==> src/brd_pkg.sv <==
// Package for the binary to radix digit converter.
// Holds the widths, the base limits, the sequencer states and the structs between modules.
// No dependencies.
package brd_pkg;

   localparam int VALUE_BITS    = 16;
   localparam int CELL_COUNT    = VALUE_BITS;
   localparam int IDX_BITS      = $clog2(VALUE_BITS);

   localparam int IN_VALUE_BITS = 16;
   localparam int BASE_BITS     = 4;
   localparam int DIGIT_BITS    = 4;
   localparam int ACC_BITS      = 50;
   localparam int COUNT_BITS    = 5;
   localparam int REQ_DATA_BITS = 24;
   localparam int RSP_DATA_BITS = 56;

   localparam logic [BASE_BITS-1:0] BASE_MIN = 4'd2;
   localparam logic [BASE_BITS-1:0] BASE_MAX = 4'd10;

   typedef enum logic [2:0] {
      ST_IDLE,
      ST_FEED,
      ST_DRAIN,
      ST_READ,
      ST_DONE
   } state_type;

   typedef struct packed {
      logic                  tok;
      logic                  carry;
      logic [DIGIT_BITS-1:0] digit;
   } link_type;

   typedef struct packed {
      logic clear;
      logic shift;
   } cell_cmd_type;

   typedef struct packed {
      logic                clear;
      logic                take;
      logic [IDX_BITS-1:0] index;
   } acc_cmd_type;

endpackage

==> src/brd_cell.sv <==
// One digit cell of the conversion row: doubles its base-b digit and adds the incoming carry.
// Depends on brd_pkg for the link and command structs.
module brd_cell import brd_pkg::*; (
   input  logic                 clock,
   input  logic                 reset,
   input  cell_cmd_type         cmd,
   input  logic [BASE_BITS-1:0] base,
   input  link_type             link_i,
   output link_type             link_o
);

   logic [DIGIT_BITS-1:0] digit_ff, digit_in;
   logic                  tok_ff, tok_in;
   logic                  carry_ff, carry_in;
   logic [DIGIT_BITS:0]   dbl;
   logic [DIGIT_BITS:0]   base_ext;

   always_comb begin
      dbl      = {digit_ff, link_i.carry};
      base_ext = {1'b0, base};
      digit_in = digit_ff;
      tok_in   = 1'b0;
      carry_in = 1'b0;
      priority if (cmd.clear) begin
         digit_in = '0;
      end else if (cmd.shift) begin
         digit_in = link_i.digit;
      end else if (link_i.tok) begin
         tok_in = 1'b1;
         if (dbl >= base_ext) begin
            digit_in = DIGIT_BITS'(dbl - base_ext);
            carry_in = 1'b1;
         end else begin
            digit_in = DIGIT_BITS'(dbl);
         end
      end else begin
         digit_in = digit_ff;
      end
   end

   always_ff @(posedge clock) begin
      if (reset) begin
         tok_ff   <= 1'b0;
         carry_ff <= 1'b0;
      end else begin
         tok_ff   <= tok_in;
         carry_ff <= carry_in;
      end
   end

   always_ff @(posedge clock) begin
      digit_ff <= digit_in;
   end

   assign link_o.tok   = tok_ff;
   assign link_o.carry = carry_ff;
   assign link_o.digit = digit_ff;

endmodule

==> src/brd_accum.sv <==
// Decimal accumulator: builds the decimal-coded result from digits read most significant first.
// Also finds the digit count from the first nonzero digit. Depends on brd_pkg.
module brd_accum import brd_pkg::*; (
   input  logic                  clock,
   input  acc_cmd_type           cmd,
   input  logic [DIGIT_BITS-1:0] digit_i,
   output logic [ACC_BITS-1:0]   acc_o,
   output logic [COUNT_BITS-1:0] count_o
);

   logic [ACC_BITS-1:0]   acc_ff, acc_in;
   logic [COUNT_BITS-1:0] count_ff, count_in;

   always_comb begin
      acc_in   = acc_ff;
      count_in = count_ff;
      if (cmd.clear) begin
         acc_in   = '0;
         count_in = '0;
      end else if (cmd.take) begin
         acc_in = (acc_ff << 3) + (acc_ff << 1) + ACC_BITS'(digit_i);
         if (count_ff == '0 && digit_i != '0) begin
            count_in = COUNT_BITS'(CELL_COUNT) - COUNT_BITS'(cmd.index);
         end
      end
   end

   always_ff @(posedge clock) begin
      acc_ff   <= acc_in;
      count_ff <= count_in;
   end

   assign acc_o   = acc_ff;
   assign count_o = count_ff;

endmodule

==> src/brd_ctrl.sv <==
// Sequencer of the converter: takes a word, feeds its bits into the cell row, waits for the
// carry wave to pass and then reads the digits out. Depends on brd_pkg.
module brd_ctrl import brd_pkg::*; (
   input  logic                     clock,
   input  logic                     reset,
   input  logic                     req_tvalid,
   output logic                     req_tready,
   input  logic [IN_VALUE_BITS-1:0] value_i,
   input  logic [BASE_BITS-1:0]     base_i,
   input  logic                     rsp_busy,
   input  logic                     top_tok,
   output cell_cmd_type             cell_cmd,
   output link_type                 link0,
   output logic [BASE_BITS-1:0]     base_o,
   output acc_cmd_type              acc_cmd,
   output logic                     bad_o,
   output logic                     load_o
);

   localparam logic [IDX_BITS-1:0] LAST_FEED  = IDX_BITS'(VALUE_BITS - 1);
   localparam logic [IDX_BITS-1:0] LAST_DRAIN = IDX_BITS'(CELL_COUNT - 2);
   localparam logic [IDX_BITS-1:0] LAST_READ  = IDX_BITS'(CELL_COUNT - 1);

   state_type              state_ff, state_in;
   logic [IDX_BITS-1:0]    cnt_ff, cnt_in;
   logic [VALUE_BITS-1:0]  value_ff, value_in;
   logic [BASE_BITS-1:0]   base_ff, base_in;
   logic                   bad_ff, bad_in;
   logic                   base_bad;
   logic                   accept;

   assign base_bad = (base_i < BASE_MIN) || (base_i > BASE_MAX);
   assign accept   = req_tvalid && req_tready;

   always_comb begin
      state_in = state_ff;
      cnt_in   = cnt_ff;
      value_in = value_ff;
      base_in  = base_ff;
      bad_in   = bad_ff;
      unique case (state_ff)
         ST_IDLE: begin
            if (req_tvalid) begin
               value_in = VALUE_BITS'(value_i);
               base_in  = base_i;
               bad_in   = base_bad;
               cnt_in   = '0;
               state_in = base_bad ? ST_DONE : ST_FEED;
            end
         end
         ST_FEED: begin
            value_in = value_ff << 1;
            if (cnt_ff == LAST_FEED) begin
               cnt_in   = '0;
               state_in = ST_DRAIN;
            end else begin
               cnt_in = cnt_ff + 1'b1;
            end
         end
         ST_DRAIN: begin
            if (cnt_ff == LAST_DRAIN) begin
               cnt_in   = '0;
               state_in = ST_READ;
            end else begin
               cnt_in = cnt_ff + 1'b1;
            end
         end
         ST_READ: begin
            if (cnt_ff == LAST_READ) begin
               cnt_in   = '0;
               state_in = ST_DONE;
            end else begin
               cnt_in = cnt_ff + 1'b1;
            end
         end
         ST_DONE: begin
            if (!rsp_busy) begin
               state_in = ST_IDLE;
            end
         end
         default: begin
            state_in = ST_IDLE;
         end
      endcase
   end

   always_comb begin
      req_tready     = (state_ff == ST_IDLE);
      cell_cmd.clear = accept;
      cell_cmd.shift = (state_ff == ST_READ);
      link0.tok      = (state_ff == ST_FEED);
      link0.carry    = value_ff[VALUE_BITS-1];
      link0.digit    = '0;
      acc_cmd.clear  = accept;
      acc_cmd.take   = (state_ff == ST_READ);
      acc_cmd.index  = cnt_ff;
      load_o         = (state_ff == ST_DONE) && !rsp_busy;
      bad_o          = bad_ff;
      base_o         = base_ff;
   end

   always_ff @(posedge clock) begin
      if (reset) begin
         state_ff <= ST_IDLE;
         cnt_ff   <= '0;
      end else begin
         state_ff <= state_in;
         cnt_ff   <= cnt_in;
      end
   end

   always_ff @(posedge clock) begin
      value_ff <= value_in;
      base_ff  <= base_in;
      bad_ff   <= bad_in;
   end

   // The last bit reaches the top cell exactly as the drain phase ends.
   assert property (@(posedge clock) disable iff (reset)
      (state_ff == ST_DRAIN && cnt_ff == LAST_DRAIN) |=> top_tok)
      else $error("last bit did not reach the top cell at the end of the drain phase");

   assert property (@(posedge clock) disable iff (reset)
      (state_ff == ST_READ && cnt_ff != '0) |-> !top_tok)
      else $error("top cell still stepping during readout");

   assert property (@(posedge clock) disable iff (reset)
      (state_ff == ST_FEED) |-> !bad_ff)
      else $error("word with an invalid base entered the cell row");

endmodule

==> src/binary_to_radix_digits.sv <==
// Top level of the binary to radix digit converter: stream ports, cell row, output register.
// Depends on brd_pkg, brd_cell, brd_accum and brd_ctrl.
//
// Converts a 16-bit unsigned word to base 2 to 10 and returns the digits written as decimal
// digits of one integer, most significant first, together with the digit count. One word is
// in work at a time. A word with a valid base has its bits shifted, most significant first,
// into a row of VALUE_BITS digit cells; then the carry wave passes on to the last cell, the
// digits are shifted out through the decimal accumulator, and the output register is loaded.
// A word with a base outside 2 to 10 gives a zero result with the error flag in tuser. A new
// word is taken as soon as the previous result sits in the output register, even while that
// result still waits.
module binary_to_radix_digits import brd_pkg::*; (
   input  logic                     clock,
   input  logic                     reset,
   input  logic                     req_tvalid,
   output logic                     req_tready,
   // Fields from bit 0: value (16), target_base (4), zero fill (4).
   input  logic [REQ_DATA_BITS-1:0] req_tdata,
   output logic                     rsp_tvalid,
   input  logic                     rsp_tready,
   // Fields from bit 0: digits_as_decimal (50), digit_count (5), zero fill (1).
   output logic [RSP_DATA_BITS-1:0] rsp_tdata,
   // Fields from bit 0: bad_base (1).
   output logic                     rsp_tuser
);

   link_type              link [0:CELL_COUNT];
   cell_cmd_type          cell_cmd;
   acc_cmd_type           acc_cmd;
   logic [BASE_BITS-1:0]  base;
   logic                  bad;
   logic                  load;
   logic                  rsp_busy;
   logic [ACC_BITS-1:0]   acc;
   logic [COUNT_BITS-1:0] count;

   logic                  rsp_valid_ff, rsp_valid_in;
   logic [ACC_BITS-1:0]   rsp_digits_ff;
   logic [COUNT_BITS-1:0] rsp_count_ff;
   logic                  rsp_bad_ff;

   assign rsp_busy = rsp_valid_ff && !rsp_tready;

   brd_ctrl u_ctrl (
      .clock      (clock),
      .reset      (reset),
      .req_tvalid (req_tvalid),
      .req_tready (req_tready),
      .value_i    (req_tdata[IN_VALUE_BITS-1:0]),
      .base_i     (req_tdata[IN_VALUE_BITS +: BASE_BITS]),
      .rsp_busy   (rsp_busy),
      .top_tok    (link[CELL_COUNT].tok),
      .cell_cmd   (cell_cmd),
      .link0      (link[0]),
      .base_o     (base),
      .acc_cmd    (acc_cmd),
      .bad_o      (bad),
      .load_o     (load)
   );

   for (genvar k = 0; k < CELL_COUNT; k++) begin : g_cell
      brd_cell u_cell (
         .clock  (clock),
         .reset  (reset),
         .cmd    (cell_cmd),
         .base   (base),
         .link_i (link[k]),
         .link_o (link[k+1])
      );
   end

   brd_accum u_accum (
      .clock   (clock),
      .cmd     (acc_cmd),
      .digit_i (link[CELL_COUNT].digit),
      .acc_o   (acc),
      .count_o (count)
   );

   always_comb begin
      rsp_valid_in = rsp_valid_ff;
      if (load) begin
         rsp_valid_in = 1'b1;
      end else if (rsp_tready) begin
         rsp_valid_in = 1'b0;
      end
   end

   always_ff @(posedge clock) begin
      if (reset) begin
         rsp_valid_ff <= 1'b0;
      end else begin
         rsp_valid_ff <= rsp_valid_in;
      end
   end

   always_ff @(posedge clock) begin
      if (load) begin
         rsp_digits_ff <= acc;
         rsp_count_ff  <= count;
         rsp_bad_ff    <= bad;
      end
   end

   assign rsp_tvalid = rsp_valid_ff;
   assign rsp_tdata  = RSP_DATA_BITS'({rsp_count_ff, rsp_digits_ff});
   assign rsp_tuser  = rsp_bad_ff;

   // The row is as long as the widest base-2 result, so no carry ever leaves it.
   assert property (@(posedge clock) disable iff (reset)
      !link[CELL_COUNT].carry)
      else $error("carry left the top digit cell");

   assert property (@(posedge clock) disable iff (reset)
      (rsp_valid_ff && rsp_bad_ff) |-> (rsp_digits_ff == '0 && rsp_count_ff == '0))
      else $error("invalid base word carries a nonzero result");

   assert property (@(posedge clock) disable iff (reset)
      (rsp_valid_ff && rsp_count_ff == '0) |-> (rsp_digits_ff == '0))
      else $error("nonzero digits with a zero digit count");

   assert property (@(posedge clock) disable iff (reset)
      rsp_valid_ff |-> (rsp_count_ff <= COUNT_BITS'(CELL_COUNT)))
      else $error("digit count exceeds the number of cells");

endmodule

==> config.mk <==
export PLATFORM = sky130hd
export DESIGN_NAME = binary_to_radix_digits
export DESIGN_NICKNAME = d
export VERILOG_FILES = /design/src/brd_pkg.sv /design/src/brd_cell.sv /design/src/brd_accum.sv /design/src/brd_ctrl.sv /design/src/binary_to_radix_digits.sv
export SDC_FILE = /design/constraint.sdc
export NUM_CORES = 1
export LEC_CHECK = 0
export BUFFER_PORTS_ARGS = -buffer_cell sky130_fd_sc_hd__buf_2
export CAP_MARGIN = 20
export CORE_MARGIN = 8
export CORE_UTILIZATION = 65
export CTS_BUF_LIST = sky130_fd_sc_hd__clkbuf_16
export DETAILED_ROUTE_END_ITERATION = 7
export PLACE_DENSITY = 0.89
export SLEW_MARGIN = 20
export SYNTH_ARGS = -nofsm -noshare
export SYNTH_HDL_FRONTEND = slang
export SYNTH_HIERARCHICAL = 1
export SYNTH_SLANG_ARGS = --single-unit
==> constraint.sdc <==
create_clock -name clock -period 11.01 [get_ports clock]
set_clock_uncertainty 0.1 [all_clocks]
set_input_delay 2.202 -clock clock [delete_from_list [all_inputs] [get_ports clock]]
set_output_delay 2.202 -clock clock [all_outputs]
set_load 0.01 [all_outputs]
; ---- After elaboration in Yosys (flattened, before gate mapping)
; Index checks and enable logic that the tools add are counted.
[totals]
ff_bits = 234
inputBits = 28
output_inout_bits = 59
[classes]
n_lt_le_gt_ge = 18
n_bitwise = 15
reduce_logical = 51
add_sub_neg = 20
n_eq_ne = 11
muxes = 91
[ops]
columns = op, n
row1 = $mux 4, 49
row2 = $ge 5x4->1, 16
row3 = $sub 4x4->4, 16
row4 = $reduce_or 4->1, 15
row5 = $add 50x4->50, 1
row6 = $add 50x50->50, 1
row7 = $reduce_bool 2->1, 17
row8 = $mux 1, 32
row9 = $pmux 16 s2, 1
row10 = $mux 3, 6
row11 = $mux 16, 1
row12 = $not 1->1, 15
row13 = $pmux 3 s5, 1
row14 = $pmux 4 s3, 1
row15 = $eq 4x4->1 const B, 2
row16 = $reduce_and 2->1, 4
row17 = $eq 3x2->1 const B, 2
row18 = $ne 2x2->1 const B, 3
row19 = $logic_not 5->1, 1
row20 = $reduce_and 5->1, 1
row21 = $sub 5x4->5 const A, 1
row22 = $add 4x1->4 const B, 1
row23 = $gt 4x4->1 const B, 1
row24 = $logic_and 1x1->1, 4
row25 = 11 further kinds, 14

; ---- Depth between registers and ports, before layout
[depth]
word_depth = 5
depth_mapped = 13
depth_no_buf = 13

; ---- Modules after synthesis
; Netlist, hierarchy kept.
[modules_own_cells]
columns = mod, seq_area_each_um2, n_inst, area_each_um2, cells_each
row1 = brd_cell, 120.1, 16, 509.2, 58
row2 = brd_accum, 1101.1, 1, 5342.6, 653
row3 = binary_to_radix_digits, 1701.6, 1, 1736.7, 61
row4 = brd_ctrl, 770.7, 1, 1363.8, 106

; ---- Worst setup path after synthesis
; Ideal clock, no wire load.
[synth_timing]
path_type = input to register
startpoint = input rsp_tready
endpoint = register rsp_count_ff[0], enable pin
arrival_time_ns = 6.247
slack_ns = 4.122
cell_stages = 3
setup_ns = 0.541
n_path_buf = 0
path_cell_list = nor2b_4 nand2b_1 nor3_1
[synth_between]
elab_chain_cells = 4
[synth_lines]
columns = item, line
row1 = from (decl), binary_to_radix_digits.sv:20  ; input logic rsp_tready,
row2 = $logic_not 1->1, binary_to_radix_digits.sv:42  ; assign rsp_busy = rsp_valid_ff && !rsp_tready;
row3 = $logic_and 1x1->1, binary_to_radix_digits.sv:42
row4 = $logic_not 1->1, --
row5 = $logic_and 1x1->1, brd_ctrl.sv:97  ; load_o = (state_ff == ST_DONE) && !rsp_busy;
row6 = named net load, binary_to_radix_digits.sv:32  ; logic load;
row7 = to (signal assigned), binary_to_radix_digits.sv:100  ; rsp_count_ff <= count;
row8 = to (decl), binary_to_radix_digits.sv:39  ; logic [COUNT_BITS-1:0] rsp_count_ff;
; The timed path passes the listed nets, and every way through them passes these cells.
; A chain may end at the register's enable or synchronous reset.

; ---- Worst setup path after layout
[layout_timing]
startpoint = register g_cell[15].u_cell.digit_ff[3]
endpoint = register u_accum.acc_ff[28] (netlist: u_accum/acc_o[28])
[layout_between]
elab_chain_cells = 1
[layout_lines]
columns = item, line
row1 = from (decl), brd_cell.sv:12  ; logic [DIGIT_BITS-1:0] digit_ff, digit_in;
row2 = from (signal assigned), brd_cell.sv:52  ; digit_ff <= digit_in;
row3 = $add 50x4->50, brd_accum.sv:21  ; acc_in = (acc_ff << 3) + (acc_ff << 1) + ACC_BITS'(digit_i);
row4 = to (signal assigned), brd_accum.sv:29  ; acc_ff <= acc_in;
row5 = to (decl), brd_accum.sv:11  ; logic [ACC_BITS-1:0] acc_ff, acc_in;
; Every way passes these cells.

==> metrics.cfg <==
[flow_run]
maxCapViolCount = 0

[clock_network]
cts.path.max_buffers = 3
clockRootBuffer = clkbuf_16
cts.hold.buffers_added = 0
cts_resized = 0
cts.clk_slew.worst_paths_ns = 0.06
cts.sinks = 234
clk_latency_ns = 0.53
post-cts-setup-buffers = 0
cts_max_level = 1
numCtsBuffers = 25
cts_tree = done

[die]
initial_core_util_pct = 65.82
core_area_um2 = 25110
ioPinCount = 87
dieWidth_um = 175.5
rows = 58
die_y_um = 175.5
dieArea_um2 = 30780

[sta]
slew_violations = 0
max_slew_margin_pct = 30.61
finalSetupTns_ns = 0
min_period_over_period_pct = 36.45
period_minus_slack_ns = 4.014
worst_pin_slew_ns = 1.041
layout_setup_ws_ns = 6.996
fmax_ghz = 0.2491
rsz0062_at_grt = no
setup_viol = 0
finalHoldViolCount = 0

[setup_path]
endpoint_kind = flop
startpoint_type = flop
worstPathMaxFanout = 6
setup.worst_path.class = flop to flop
critPathArrivalTime_ns = 4.31
required_ns = 11.31

[global_routing]
grt_start_max_net_pins = 126
antenna_found_initial = 1
grt_overflow = 0
grt_pass1_vias = 12680
grt_pass1_wl_mm = 61.97
grt_util_all_layers_pct = 23.49

[power]
vdd_drop_max_uv = 147.5
power_leakage_nw = 7.423
power_mw = 2.050
power_density_nw_per_um2 = 116.0

[placed_design]
gp_congestion = 0.8930
port_buffers = 81
pre_cts_ws_ns = 6.790
hpwl_mm = 25.90

[final_layout]
areaGrowthSynthToFinish_pct = 6.950
nFillCells = 1851
multi_input_area_um2 = 10040
fin_util_pct = 70.40
nNetsFinal = 1980
drive_gt1_share_pct = 15.46
antenna_cells = 0
register_area_um2 = 5455

[drt]
via_count = 13390
dr.pass1.iters = 5
ant_nets = 0
drc = 0
drtIter0Drc = 1044
via_per_inst = 6.309
drt-total-wl_mm = 37.43
wire_per_inst_um = 17.64

[synth]
synth_area_um2 = 16530
yosysWarnings = 6
synth_cells = 1742
syn_area_per_cell_um2 = 9.487

[outcome]
status = finished clean

[worst_hold_path]
hold_path_class = flop to flop

metrics by stage:
step / hold WS, ns / area, um2 / std cells
floorplan: 0.3003 / 16540 / 1745
global placement: 0.3102 / 16820 / 2076
detailed placement: 0.3146 / 16820 / 2076
CTS: 0.3338 / 17670 / 2122
global route: 0.3431 / 17680 / 2122
finish: 0.3325 / 17680 / 2122
layer usage:
metal | global-route usage (%) | part of all wire [%]
met1 | 31.14 | 43
met2 | 39.23 | 48
met3 | 3.801 | 7.0
met4 | 6.288 | 2.1
met5 | 0 | 0.027
sequential cells by signal, indices dropped and copies added, names as in the netlist:
signal                  cells
g_cell.u_cell/digit_ff     64
rsp_digits_ff              50
u_accum/acc_o              50
u_ctrl/value_ff            16
g_cell.u_cell/carry_ff     15
g_cell.u_cell/tok_ff       15
rsp_count_ff                5
u_accum/count_o             5
u_ctrl/base_o               4
u_ctrl/cnt_ff               4
u_ctrl/state_ff             3
rsp_tuser                   1
rsp_tvalid                  1
u_ctrl/bad_o                1
cell type report:
type / instances / area share, %
multi-input combinational: 1304 / 56.82
inverter: 120 / 2.548
sequential: 234 / 30.86
clock inverter: 21 / 1.281
clock buffer: 25 / 3.539
timing repair buffer: 88 / 2.612
tap: 330 / 2.336
cells in the final DEF (no fill, tap or decap), types with 14 or more instances in the layout:
master,instances
ha_1,161
a21oi_1,160
dfxtp_1,157
inv_1,127
nor2_1,120
nand2_1,105
nor3b_1,84
buf_2,81
edfxtp_1,77
nor3_1,61
o21ai_0,53
xnor2_1,38
xor2_1,37
a311o_1,32
mux2i_1,32
clkbuf_16,25
nor2b_1,22
nor4_1,20
o211ai_1,19
o32ai_1,18
fa_1,18
nand3b_1,17
or2_2,17
o311ai_1,17
nand3_1,17
or3b_4,16
or2_4,16
a211o_2,16
o21a_2,16
a211oi_4,16
nor4_2,16
mux2_2,15
a21o_1,14
critical path: stages, from the launching register on:
cell and delay (ns):
dfxtp_1 0.49, inv_1 0.11, fa_1 0.55, inv_1 0.07, fa_1 0.49, a211oi_1 0.34, o21ai_0 0.19, o2111ai_2 0.15
a31oi_4 0.14, a41oi_4 0.34, o31a_1 0.24, o21ai_2 0.08, and4bb_2 0.23, or3_1 0.37
power by group:
group / leakage, nW / switching (mW) / internal, mW
logic: 4.99 / 0.142 / 0.0951
registers: 1.99 / 0.0200 / 0.914
clock network: 0.437 / 0.350 / 0.529
total: 7.42 / 0.511 / 1.54
worst paths after layout:
check | depth (start not counted) | to | slack, ns | start
min reg2reg | 0 | rsp_tuser | 0.33 | u_ctrl/bad_o
min | 0 | rsp_tuser | 0.33 | u_ctrl/bad_o
max | 13 | u_accum/acc_o[28] | 7.00 | g_cell[15].u_cell/digit_ff[3]
max reg2reg | 13 | u_accum/acc_o[28] | 7.00 | g_cell[15].u_cell/digit_ff[3]
(Power assumes the default switching activity.)
